$ cat src/rtl/rng_pkg.sv
`timescale 1ns / 1ps
// Shared types and constants for the relative neighborhood graph core.
// Used by the control sequencer, the distance pipeline and the top level.
package rng_pkg;

  localparam int DEF_MAX_POINTS = 32;
  localparam int DEF_COORD_BITS = 16;
  localparam int LIMIT_POINTS   = 32;  // rows and masks cover at most this many points
  localparam int FIELD_BITS     = 16;  // width of one coordinate field on the input bus
  localparam int ROW_BITS       = 5;
  localparam int MASK_BITS      = 32;
  localparam int IN_DATA_BITS   = 32;
  localparam int OUT_DATA_BITS  = 40;

  typedef enum logic [2:0] {
    ST_LOAD,
    ST_ROW,
    ST_CAPI,
    ST_DIJ,
    ST_WIT,
    ST_DRAIN,
    ST_EMIT
  } state_t;

  typedef enum logic {
    KIND_DIJ,
    KIND_WIT
  } kind_t;

  // Tag that travels with the head point into the distance pipeline.
  typedef struct packed {
    logic  valid;
    kind_t kind;
    logic  hit;    // head point is point j of the current pair
    logic  m_ok;   // head point is a stored point of this set
    logic  last;   // final witness of the current pair
    logic  cap_i;  // latch head point as point i of the row
  } feed_t;

  typedef struct packed {
    logic valid;
    logic last;
    logic witness;
  } res_t;

endpackage

$ cat src/rtl/rng_cell.sv
`timescale 1ns / 1ps
// One point cell of the rotating store: holds one point, loads it from the
// input bus or takes its neighbor's point while the ring rotates.
module rng_cell #(
  parameter int W = 16
) (
  input  logic                clk,
  input  logic                we,
  input  logic                shift,
  input  logic signed [W-1:0] load_x,
  input  logic signed [W-1:0] load_y,
  input  logic signed [W-1:0] nbr_x,
  input  logic signed [W-1:0] nbr_y,
  output logic signed [W-1:0] x,
  output logic signed [W-1:0] y
);

  logic signed [W-1:0] x_r;
  logic signed [W-1:0] y_r;

  always_ff @(posedge clk) begin
    if (we) begin
      x_r <= load_x;
      y_r <= load_y;
    end else if (shift) begin
      x_r <= nbr_x;
      y_r <= nbr_y;
    end
  end

  assign x = x_r;
  assign y = y_r;

endmodule

$ cat src/rtl/rng_dist.sv
`timescale 1ns / 1ps
// Four-stage squared distance pipeline: head point against points i and j,
// capture of d(i,j) and the strict witness test. Depends on rng_pkg.
module rng_dist import rng_pkg::*; #(
  parameter int EXT = 16
) (
  input  logic                  clk,
  input  logic                  rst_n,
  input  feed_t                 feed,
  input  logic signed [EXT-1:0] head_x,
  input  logic signed [EXT-1:0] head_y,
  output res_t                  res
);

  localparam int AW = EXT + 1;      // magnitude of a coordinate difference
  localparam int DW = 2 * EXT + 2;  // squares and their sums

  logic signed [EXT-1:0] pix_r, piy_r, pjx_r, pjy_r;
  logic [AW-1:0] axi_r, ayi_r, axj_r, ayj_r;
  logic [DW-1:0] sxi_r, syi_r, sxj_r, syj_r;
  logic [DW-1:0] di_r, dj_r, dij_r;
  feed_t t1_r, t2_r, t3_r;
  res_t  res_r;
  logic  cap_j;

  function automatic logic [AW-1:0] abs_diff(input logic signed [EXT-1:0] a,
                                             input logic signed [EXT-1:0] b);
    logic signed [AW-1:0] d;
    d = AW'(a) - AW'(b);
    return d[AW-1] ? AW'(-d) : AW'(d);
  endfunction

  assign cap_j = feed.valid && (feed.kind == KIND_DIJ) && feed.hit;

  always_ff @(posedge clk) begin
    if (feed.cap_i) begin
      pix_r <= head_x;
      piy_r <= head_y;
    end
    if (cap_j) begin
      pjx_r <= head_x;
      pjy_r <= head_y;
    end
    axi_r <= abs_diff(head_x, pix_r);
    ayi_r <= abs_diff(head_y, piy_r);
    axj_r <= abs_diff(head_x, pjx_r);
    ayj_r <= abs_diff(head_y, pjy_r);
    sxi_r <= DW'(axi_r) * DW'(axi_r);
    syi_r <= DW'(ayi_r) * DW'(ayi_r);
    sxj_r <= DW'(axj_r) * DW'(axj_r);
    syj_r <= DW'(ayj_r) * DW'(ayj_r);
    di_r  <= sxi_r + syi_r;
    dj_r  <= sxj_r + syj_r;
    if (t3_r.valid && (t3_r.kind == KIND_DIJ) && t3_r.hit) begin
      dij_r <= di_r;
    end
  end

  always_ff @(posedge clk) begin
    if (!rst_n) begin
      t1_r  <= '0;
      t2_r  <= '0;
      t3_r  <= '0;
      res_r <= '0;
    end else begin
      t1_r          <= feed;
      t2_r          <= t1_r;
      t3_r          <= t2_r;
      res_r.valid   <= t3_r.valid;
      res_r.last    <= t3_r.valid && t3_r.last;
      res_r.witness <= t3_r.valid && (t3_r.kind == KIND_WIT) && t3_r.m_ok &&
                       (di_r < dij_r) && (dj_r < dij_r);
    end
  end

  assign res = res_r;

endmodule

$ cat src/rtl/rng_ctrl.sv
`timescale 1ns / 1ps
// Sequencer: point loading, ring rotation, pair and row scheduling, edge
// mask assembly and the output register. Depends on rng_pkg.
module rng_ctrl import rng_pkg::*; #(
  parameter int CAP = 32
) (
  input  logic                         clk,
  input  logic                         rst_n,
  input  logic                         in_tvalid,
  input  logic                         in_tlast,
  output logic                         in_tready,
  output logic                         load_we,
  output logic [$clog2(CAP+1)-1:0]     count,
  output logic                         rotate,
  output feed_t                        feed,
  input  res_t                         res,
  output logic                         ov_valid,
  input  logic                         ov_ready,
  output logic [$clog2(CAP)-1:0]       ov_row,
  output logic [CAP-1:0]               ov_mask,
  output logic                         ov_last,
  output logic                         ov_drop
);

  localparam int IB = $clog2(CAP);
  localparam int CB = $clog2(CAP + 1);

  state_t        state_r, state_nxt;
  logic [CB-1:0] count_r, count_nxt, n_r, n_nxt;
  logic          ovf_r, ovf_nxt, drop_r, drop_nxt;
  logic [IB-1:0] i_r, i_nxt, j_r, j_nxt, head_r, head_nxt;
  logic [CAP-1:0] mask_r, mask_nxt;
  logic          wit_r, wit_nxt;
  logic          ov_valid_r, ov_valid_nxt, ov_last_r, ov_last_nxt, ov_drop_r, ov_drop_nxt;
  logic [IB-1:0] ov_row_r, ov_row_nxt;
  logic [CAP-1:0] ov_mask_r, ov_mask_nxt;
  logic          fire, head_end;
  logic [CB-1:0] i_plus, j_plus;

  always_ff @(posedge clk) begin
    if (!rst_n) begin
      state_r    <= ST_LOAD;
      count_r    <= '0;
      ovf_r      <= 1'b0;
      head_r     <= '0;
      ov_valid_r <= 1'b0;
    end else begin
      state_r    <= state_nxt;
      count_r    <= count_nxt;
      ovf_r      <= ovf_nxt;
      head_r     <= head_nxt;
      ov_valid_r <= ov_valid_nxt;
    end
  end

  always_ff @(posedge clk) begin
    n_r       <= n_nxt;
    drop_r    <= drop_nxt;
    i_r       <= i_nxt;
    j_r       <= j_nxt;
    mask_r    <= mask_nxt;
    wit_r     <= wit_nxt;
    ov_row_r  <= ov_row_nxt;
    ov_mask_r <= ov_mask_nxt;
    ov_last_r <= ov_last_nxt;
    ov_drop_r <= ov_drop_nxt;
  end

  always_comb begin
    state_nxt    = state_r;
    count_nxt    = count_r;
    ovf_nxt      = ovf_r;
    n_nxt        = n_r;
    drop_nxt     = drop_r;
    i_nxt        = i_r;
    j_nxt        = j_r;
    mask_nxt     = mask_r;
    wit_nxt      = wit_r;
    ov_valid_nxt = ov_valid_r;
    ov_row_nxt   = ov_row_r;
    ov_mask_nxt  = ov_mask_r;
    ov_last_nxt  = ov_last_r;
    ov_drop_nxt  = ov_drop_r;
    feed         = '0;
    feed.kind    = KIND_DIJ;

    in_tready = (state_r == ST_LOAD);
    fire      = in_tvalid && in_tready;
    load_we   = fire && (count_r < CB'(CAP));
    rotate    = (state_r == ST_CAPI) || (state_r == ST_DIJ) || (state_r == ST_WIT);
    head_end  = (head_r == IB'(CAP - 1));
    i_plus    = CB'(i_r) + CB'(1);
    j_plus    = CB'(j_r) + CB'(1);
    head_nxt  = rotate ? (head_end ? '0 : head_r + IB'(1)) : head_r;

    if (ov_valid_r && ov_ready) begin
      ov_valid_nxt = 1'b0;
    end
    if (res.valid && res.witness) begin
      wit_nxt = 1'b1;
    end

    unique case (state_r)
      ST_LOAD: begin
        if (fire) begin
          if (load_we) begin
            count_nxt = count_r + CB'(1);
          end else begin
            ovf_nxt = 1'b1;
          end
          if (in_tlast) begin
            n_nxt     = load_we ? count_r + CB'(1) : count_r;
            drop_nxt  = ovf_r || !load_we;
            count_nxt = '0;
            ovf_nxt   = 1'b0;
            i_nxt     = '0;
            state_nxt = ST_ROW;
          end
        end
      end
      ST_ROW: begin
        mask_nxt = '0;
        j_nxt    = IB'(i_plus);
        state_nxt = (i_plus < n_r) ? ST_CAPI : ST_EMIT;
      end
      ST_CAPI: begin
        feed.cap_i = (head_r == i_r);
        if (head_end) begin
          state_nxt = ST_DIJ;
        end
      end
      ST_DIJ: begin
        feed.valid = 1'b1;
        feed.kind  = KIND_DIJ;
        feed.hit   = (head_r == j_r);
        if (head_end) begin
          wit_nxt   = 1'b0;
          state_nxt = ST_WIT;
        end
      end
      ST_WIT: begin
        feed.valid = 1'b1;
        feed.kind  = KIND_WIT;
        feed.m_ok  = (CB'(head_r) < n_r);
        feed.last  = head_end;
        if (head_end) begin
          state_nxt = ST_DRAIN;
        end
      end
      ST_DRAIN: begin
        if (res.valid && res.last) begin
          mask_nxt[j_r] = !(wit_r || res.witness);
          if (j_plus < n_r) begin
            j_nxt     = j_r + IB'(1);
            state_nxt = ST_DIJ;
          end else begin
            state_nxt = ST_EMIT;
          end
        end
      end
      ST_EMIT: begin
        if (!ov_valid_r || ov_ready) begin
          ov_valid_nxt = 1'b1;
          ov_row_nxt   = i_r;
          ov_mask_nxt  = mask_r;
          ov_last_nxt  = (i_plus == n_r);
          ov_drop_nxt  = drop_r;
          if (i_plus == n_r) begin
            state_nxt = ST_LOAD;
          end else begin
            i_nxt     = i_r + IB'(1);
            state_nxt = ST_ROW;
          end
        end
      end
      default: begin
        state_nxt = ST_LOAD;
      end
    endcase
  end

  assign count    = count_r;
  assign ov_valid = ov_valid_r;
  assign ov_row   = ov_row_r;
  assign ov_mask  = ov_mask_r;
  assign ov_last  = ov_last_r;
  assign ov_drop  = ov_drop_r;

endmodule

$ cat src/rtl/relative_neighborhood_graph_core.sv
`timescale 1ns / 1ps
// A set of n points is computed after its last point, using C = min(MAX_POINTS, 32) ring
// cells; each pair runs a full ring revolution for d(i,j) and another for the witnesses,
// then drains the distance pipeline. Loading takes one cycle per point, and no point is
// taken while a set is being computed.
// Reset (rst_n low, synchronous) empties the point set, clears the overflow flag and the
// output valid flag; the point cells themselves are not cleared.
module relative_neighborhood_graph_core import rng_pkg::*; #(
  parameter int MAX_POINTS = DEF_MAX_POINTS,
  parameter int COORD_BITS = DEF_COORD_BITS
) (
  input  logic                     clk,
  input  logic                     rst_n,
  input  logic                     in_tvalid,
  output logic                     in_tready,
  input  logic [IN_DATA_BITS-1:0]  in_tdata,   // x_coord[15:0], y_coord[31:16]
  input  logic                     in_tlast,   // last_point
  output logic                     out_tvalid,
  input  logic                     out_tready,
  output logic [OUT_DATA_BITS-1:0] out_tdata,  // row_index[4:0], neighbor_mask[36:5], zeros
  output logic                     out_tlast,  // last_row
  output logic                     out_tuser   // points_dropped
);

  // Store capacity is bounded by the width of row_index and neighbor_mask.
  localparam int CAP = (MAX_POINTS < LIMIT_POINTS) ? MAX_POINTS : LIMIT_POINTS;
  // Coordinates narrower than the bus field wrap to their low bits, sign-extended.
  localparam int EXT = (COORD_BITS < FIELD_BITS) ? COORD_BITS : FIELD_BITS;
  localparam int IB  = $clog2(CAP);
  localparam int CB  = $clog2(CAP + 1);

  logic signed [EXT-1:0] cell_x [CAP];
  logic signed [EXT-1:0] cell_y [CAP];
  logic signed [EXT-1:0] load_x, load_y;
  logic                  load_we, rotate;
  logic [CB-1:0]         count;
  feed_t                 feed;
  res_t                  res;
  logic [IB-1:0]         ov_row;
  logic [CAP-1:0]        ov_mask;

  assign load_x = in_tdata[EXT-1:0];
  assign load_y = in_tdata[FIELD_BITS +: EXT];

  // The ring: cell k holds point k at rest, and each rotation step moves every
  // point one cell toward cell 0, which feeds the distance pipeline. Rotation only
  // ever runs in whole revolutions, so the ring is back at rest whenever points load.
  for (genvar k = 0; k < CAP; k++) begin : g_cell
    rng_cell #(.W(EXT)) u_cell (
      .clk    (clk),
      .we     (load_we && (count == CB'(k))),
      .shift  (rotate),
      .load_x (load_x),
      .load_y (load_y),
      .nbr_x  (cell_x[(k + 1) % CAP]),
      .nbr_y  (cell_y[(k + 1) % CAP]),
      .x      (cell_x[k]),
      .y      (cell_y[k])
    );
  end

  // The sequencer owns the point count, the pair loops and the output register.
  rng_ctrl #(.CAP(CAP)) u_ctrl (
    .clk       (clk),
    .rst_n     (rst_n),
    .in_tvalid (in_tvalid),
    .in_tlast  (in_tlast),
    .in_tready (in_tready),
    .load_we   (load_we),
    .count     (count),
    .rotate    (rotate),
    .feed      (feed),
    .res       (res),
    .ov_valid  (out_tvalid),
    .ov_ready  (out_tready),
    .ov_row    (ov_row),
    .ov_mask   (ov_mask),
    .ov_last   (out_tlast),
    .ov_drop   (out_tuser)
  );

  // Squared distances from the head cell to points i and j, compared exactly
  // against d(i,j) so no square root is ever needed.
  rng_dist #(.EXT(EXT)) u_dist (
    .clk    (clk),
    .rst_n  (rst_n),
    .feed   (feed),
    .head_x (cell_x[0]),
    .head_y (cell_y[0]),
    .res    (res)
  );

  assign out_tdata = {{(OUT_DATA_BITS - MASK_BITS - ROW_BITS){1'b0}},
                      MASK_BITS'(ov_mask), ROW_BITS'(ov_row)};

endmodule

$ cat config.mk
export PLATFORM = sky130hd
export DESIGN_NAME = relative_neighborhood_graph_core
export DESIGN_NICKNAME = d
export VERILOG_FILES = /design/src/rtl/rng_pkg.sv /design/src/rtl/rng_cell.sv /design/src/rtl/rng_dist.sv /design/src/rtl/rng_ctrl.sv /design/src/rtl/relative_neighborhood_graph_core.sv
export SDC_FILE = /design/constraint.sdc
export NUM_CORES = 2
export LEC_CHECK = 0
export ABC_AREA = 1
export BUFFER_PORTS_ARGS = -buffer_cell sky130_fd_sc_hd__buf_4
export CAP_MARGIN = 10
export CORE_MARGIN = 2
export CORE_UTILIZATION = 59
export CTS_BUF_LIST = sky130_fd_sc_hd__clkbuf_16
export DETAILED_ROUTE_END_ITERATION = 8
export GPL_ROUTABILITY_DRIVEN = 0
export GPL_TIMING_DRIVEN = 0
export PLACE_DENSITY_LB_ADDON = 0.08
export SETUP_SLACK_MARGIN = 0.1
export SYNTH_ARGS = -nofsm -noshare
export SYNTH_HDL_FRONTEND = slang
export SYNTH_HIERARCHICAL = 1
export SYNTH_SLANG_ARGS = --single-unit
$ cat constraint.sdc
create_clock -name clk -period 5.48 [get_ports clk]
set_input_delay 0.274 -clock clk [delete_from_list [all_inputs] [get_ports clk]]
set_output_delay 0.274 -clock clk [all_outputs]
set_load 0.01 [all_outputs]
# [After elaboration in Yosys (flattened, before gate mapping)]
# Cells that the tools add are included.
[classes] n_addsub=16 n_lt_le_gt_ge=8 muxes=170 reduce_logical=100 n_bitwise=2 eq_ne=51 multipliers=4
[ops] op="16-bit 2-to-1 mux" count=132
[ops] op="17-bit by 17-bit multiplier with 34-bit output" count=4
[ops] op="6-bit by 5-bit equality test with 1-bit output, second input constant" count=16
[ops] op="34-bit adder" count=2
[ops] op="34-bit < comparator" count=2
[ops] op="17-bit negation" count=4
[ops] op="2-bit nonzero test" count=34
[ops] op="16-bit by 16-bit subtractor with 17-bit output" count=4
[ops] op="32-bit one-hot mux with 2 select lines" count=1
[ops] op="6-bit by 4-bit equality test with 1-bit output, second input constant" count=8
[ops] op="1-bit logical AND" count=47
[ops] op="5-bit 2-to-1 mux" count=7
[ops] op="32-bit bitwise mux" count=1
[ops] op="32-bit 2-to-1 mux" count=1
[ops] op="3-bit 2-to-1 mux" count=9
[ops] op="6-bit by 3-bit equality test with 1-bit output, second input constant" count=4
[ops] op="3-bit one-hot mux with 7 select lines" count=1
[ops] op="5-bit one-hot mux with 2 select lines" count=2
[ops] op="2-bit by 1-bit inequality test with 1-bit output, second input constant" count=8
[ops] op="5-bit by 1-bit adder with 5-bit output, second input constant" count=3
[ops] op="5-bit by 1-bit adder with 6-bit output, second input constant" count=2
[ops] op="6-bit by 2-bit equality test with 1-bit output, second input constant" count=2
[ops] op="6-bit < comparator" count=2
[ops] op="1-bit 2-to-1 mux" count=12
[ops] op="25 further kinds" count=43
[word_totals] input_bits=37 reg_bits=1517

# [Longest topological paths before layout]
[logic_depth] ltp_word=7 ltp_mapped=27 depth_no_buf=26

# [Hierarchy]
# Netlist, hierarchy kept.
[modules_own_cells] mod="rng_dist" area_per_inst_um2=53523.8 seq_area_each_um2=8668.3 n_inst=1 cells_each=6712
[modules_own_cells] mod="rng_cell" area_per_inst_um2=1401.3 seq_area_each_um2=960.9 n_inst=32 cells_each=137
[modules_own_cells] mod="rng_ctrl" area_per_inst_um2=5142.4 seq_area_each_um2=2982.9 n_inst=1 cells_each=535
[modules_own_cells] mod="relative_neighborhood_graph_core" area_per_inst_um2=322.8 seq_area_each_um2=0.0 n_inst=1 cells_each=71

# [Worst setup path after synthesis]
# No wires, ideal clock.
[synth_path] path_type="register to register" startpoint="register u_dist.axi_r[7]" endpoint="register u_dist.sxi_r[33]" setup_ps=72 period_less_slack_ps=5493 slack_ps=-13 n_path_buf=2 required_ps=5408 arrival_time_ps=5422 path_stages_with_launch=23 cell_sequence="dfxtp_1 clkbuf_1 clkbuf_1 nand2_1 fa_1 inv_1 fa_1 inv_1 fa_1 inv_1 fa_1 fa_1 inv_1 fa_1 inv_1 ha_1 nand2_1 nor2_1 nand2_1 o21ai_0 nand2_1 o21ai_0 xor2_1"
[synth_between] elab_chain_cells=1
[synth_rtl] item="start: declaration" line="rng_dist.sv:19" rtl="logic [AW-1:0] axi_r, ayi_r, axj_r, ayj_r;"
[synth_rtl] item="start signal: assignment" line="rng_dist.sv:44" rtl="axi_r <= abs_diff(head_x, pix_r);"
[synth_rtl] item="17-bit by 17-bit multiplier with 34-bit output" line="rng_dist.sv:48" rtl="sxi_r <= DW'(axi_r) * DW'(axi_r);"
[synth_rtl] item="end signal: assignment" line="rng_dist.sv:48"
[synth_rtl] item="end: declaration" line="rng_dist.sv:20" rtl="logic [DW-1:0] sxi_r, syi_r, sxj_r, syj_r;"
# Every way passes these cells.
# A chain may end at the register's enable or synchronous reset.

# [Final worst setup path]
[layout_path] startpoint="register u_dist.ayj_r[11]" endpoint="register u_dist.syj_r[22]"
[layout_between] elab_chain_cells=1
[layout_rtl] item="start: declaration" line="rng_dist.sv:19"
[layout_rtl] item="start signal: assignment" line="rng_dist.sv:47" rtl="ayj_r <= abs_diff(head_y, pjy_r);"
[layout_rtl] item="17-bit by 17-bit multiplier with 34-bit output" line="rng_dist.sv:51" rtl="syj_r <= DW'(ayj_r) * DW'(ayj_r);"
[layout_rtl] item="end signal: assignment" line="rng_dist.sv:51"
[layout_rtl] item="end: declaration" line="rng_dist.sv:20"
# Every way passes these cells.

==> reports/metrics.cfg <==
[critical_path]
r2r_end = u_dist/syj_r[22]
crit_chain = buf_6 -> clkbuf_16 -> nand2_1 -> fa_1 -> inv_1 -> fa_1 -> fa_1 -> fa_1 -> fa_1 -> inv_1 -> fa_1 -> inv_1 -> ha_4 -> a21oi_2 -> o21ai_1 -> a21oi_1 -> nand3_2 -> buf_4 -> xor2_2
path_max_fanout = 10
startpoint_type = flip-flop
slowest_delay_ns = 0.56
critPathKind = flip-flop to flip-flop
endpoint_kind = flip-flop
crit_buf_inv = 6
r2r_start = u_dist/ayj_r[11]
cp_top_family = adder cells
critPathRequiredTime_ns = 6.18
crit_slowest_cell = fa_1
reg2reg_slack_ns = -0.02
cpMostUsedCell = fa_1
reg2reg_depth = 19
critical_path_arrival_ns = 6.20

[sta]
fin_crit_sh = 1.00
slew_headroom = 0.433
rsz0062_at_grt = yes
hold_viol = 0
post-route-min-period_ns = 5.50
max_freq_ghz = 0.182
setup_violations = 2
worst_slew_pin_slew_ns = 0.851
skew_ns = 0.0384
setup_ws_ns = -0.0200
slew_viol_final = 0

[logic_synthesis]
synth_enable_flop_cells = 1210
ys_seq_area_frac = 0.408
synth_cells = 11700
synth_top_area_cell = edfxtp_1
synth_commonest_cells = nand2_1 (4691), inv_1 (1790), edfxtp_1 (1210)
synth-main-ff-cell = edfxtp_1
synth_area_sq_um = 104000
yosysWarnings = 6
synthArstFlopShare = 0
ys_seq_elements = 1513
synthTopCellsByArea = edfxtp_1 (35%), nand2_1 (17%), fa_1 (15%)
yosysMostFrequentCell = nand2_1
yosysUniqueCellTypes = 55
syn-mean-instance-area_sq_um = 8.87
synth_top_area_frac = 0.350

[cells_and_area]
nFillCells = 13300
nNetsFinal = 13600
syn2layout_area_growth_pct = 14.8
drive_gt1_frac = 0.139
final_util = 0.684

[clocking]
clock_latency_ns = 0.83
numCtsBuffers = 161
h-tree-depth = 4
clockRootBuffer = clkbuf_16
cts.sinks = 1513
cts_tree = done
clkTransAtPathRegs_ns = 0.06
cts_max_path_buffers = 3

[routing]
via_per_inst = 5.39
dr.pass1.iters = 6
wl_um = 272000
dr_total_vias = 79000
drc = 0
ant_nets = 0
wl_per_cell_um = 18.6
drtIter0Drc = 6887

[placement]
io_buffers = 77
hpwl_um = 196000
place_ws_ns = -1.23

[global_route]
antenna_found_initial = 3
overflow = 0
grt_pass1_wl_um = 417000
grt_usage = 0.295
first_global_vias = 77600
grt_max_degree = 38

[status]
violations = setup timing
outcome = finished with violations

[hold_path]
hold_class = input pin to flip-flop
worstHoldPathCells = 3
hold_start = in_tdata[12]
min_to = g_cell[24].u_cell/x[12]

[floorplanning]
core_area_sq_um = 174000
die_y_um = 424
die-area_sq_um = 179000
die_w_um = 424
io-pin-count = 81
rows = 153
initial_core_util = 0.595

[job]
cap_violations = 0

==> worst reg2reg max path, delay by kind of cell (launching register included) <==
| family | cells | cell delay (ns) |
|---|---|---|
| XOR/XNOR | 1 | 0.13 |
| buffers and inverters | 6 | 0.69 |
| adder cells (fa/ha/maj) | 7 | 3.34 |
| AND/OR/NAND/NOR | 2 | 0.31 |
| AO/OA/AOI/OAI | 3 | 0.62 |
| flip-flops | 1 | 0.32 |
==> worst max-delay path by stage <==
stage / startpoint / end / slack [ns] / cells after the start
final: u_dist/ayj_r[11] / u_dist/syj_r[22] / -0.02 / 19
after global routing: u_dist/ayj_r[11] / u_dist/syj_r[31] / -0.12 / 22
after CTS: u_dist/axj_r[5] / u_dist/sxj_r[30] / -0.005 / 22
after global placement: u_dist/axj_r[5] / u_dist/sxj_r[30] / -1.18 / 23
after floorplan: u_dist/axi_r[12] / u_dist/sxi_r[33] / 0.08 / 20
after detailed placement: u_dist/axi_r[4] / u_dist/sxi_r[31] / -1.23 / 22
==> repair_timing <==
item / in CTS / in global routing
buffers inserted: 70 / 164
gates resized for setup: 652 / 664
hold buffers: 8 / 0
endpoints found under the setup margin: 97 / 72
pin swaps: 92 / 290
hold endpoints to repair: 35 / 0
cloned: 0 / 9
==> metrics by stage <==
stage	hold slack [ns]	instance area, sq um	std cells	setup TNS, ns
after floorplan	0.329	104000	11700	0
after CTS	0.00581	116000	14500	-0.00538
after global routing	0.0549	119000	14600	-1.25
final	0.0567	119000	14700	-0.0383
after global placement	0.393	107000	14100	-71.66
after detailed placement	0.402	107000	14100	-75.27
==> layer usage <==
| metal | share of wire | track usage | up-vias |
|---|---|---|---|
| met5 | 0.000048 | 0 | - |
| met4 | 0.043 | 0.111 | 2 |
| met3 | 0.070 | 0.0458 | 709 |
| met2 | 0.49 | 0.507 | 3053 |
| met1 | 0.40 | 0.377 | 38000 |
| li1 | - | - | 37300 |
==> cell usage in the layout, fill, tap and decap left out, drive strengths merged, types with 4 or more instances in the layout <==
cell / instances
a211oi: 4
or2: 39
edfxtp: 1210
fa: 764
o22ai: 6
a31oi: 10
o21bai: 20
nand3b: 11
o211a: 4
and3: 5
o21ai: 204
bufinv: 9
a21boi: 7
nor3: 66
and2: 10
a21oi: 372
nand2: 4742
dlygate4sd3: 8
nand4: 49
dfxtp: 303
nor4: 16
clkbuf: 244
xnor2: 87
a21o: 18
buf: 629
o211ai: 8
inv: 1881
ha: 653
o21a: 14
clkinvlp: 10
clkinv: 72
nor2: 420
nand3: 250
o31a: 4
xor2: 169
==> sequential cells by signal, indices dropped and copies added, names as in the netlist, 16 cells and up <==
register and count:
g_cell.u_cell/x 512, g_cell.u_cell/y 512, u_dist/di_r 34, u_dist/dij_r 34, u_dist/dj_r 34, u_dist/sxi_r 33, u_dist/sxj_r 33, u_dist/syi_r 33
u_dist/syj_r 33, u_ctrl/mask_r 32, u_ctrl/ov_mask 32, u_dist/axi_r 17, u_dist/axj_r 17, u_dist/ayi_r 17, u_dist/ayj_r 17, u_dist/pix_r 16
u_dist/piy_r 16, u_dist/pjx_r 16, u_dist/pjy_r 16
==> cell families (layout without fill, tap and decap cells) <==
family | Yosys count | after routing | synth area share
buf+inv | 2234 | 2853 | 0.0950
other cells | 1 | 6 | 0.0000361
flops | 1513 | 1513 | 0.408
xor+xnor | 256 | 256 | 0.0217
simple gates | 5608 | 5608 | 0.214
compound gates | 673 | 673 | 0.0352
fa+ha+maj | 1417 | 1417 | 0.226
==> layout make-up <==
cell class | instances | area [sq um] | share of cell area
flip-flops and latches | 1513 | 42500 | 0.357
plain buffers | 385 | 4530 | 0.0380
clock buffers | 163 | 4080 | 0.0342
well taps | 2325 | 2910 | 0.0244
repair buffers | 333 | 2900 | 0.0243
multi-input cells | 7957 | 54200 | 0.454
inverters | 1838 | 6990 | 0.0586
diodes | 3 | 7.51 | 0.0000630
clock inverters | 134 | 1110 | 0.00931
Power is not shown: default switching activity piles up to over one toggle a cycle in this logic, so the estimate is an artifact.
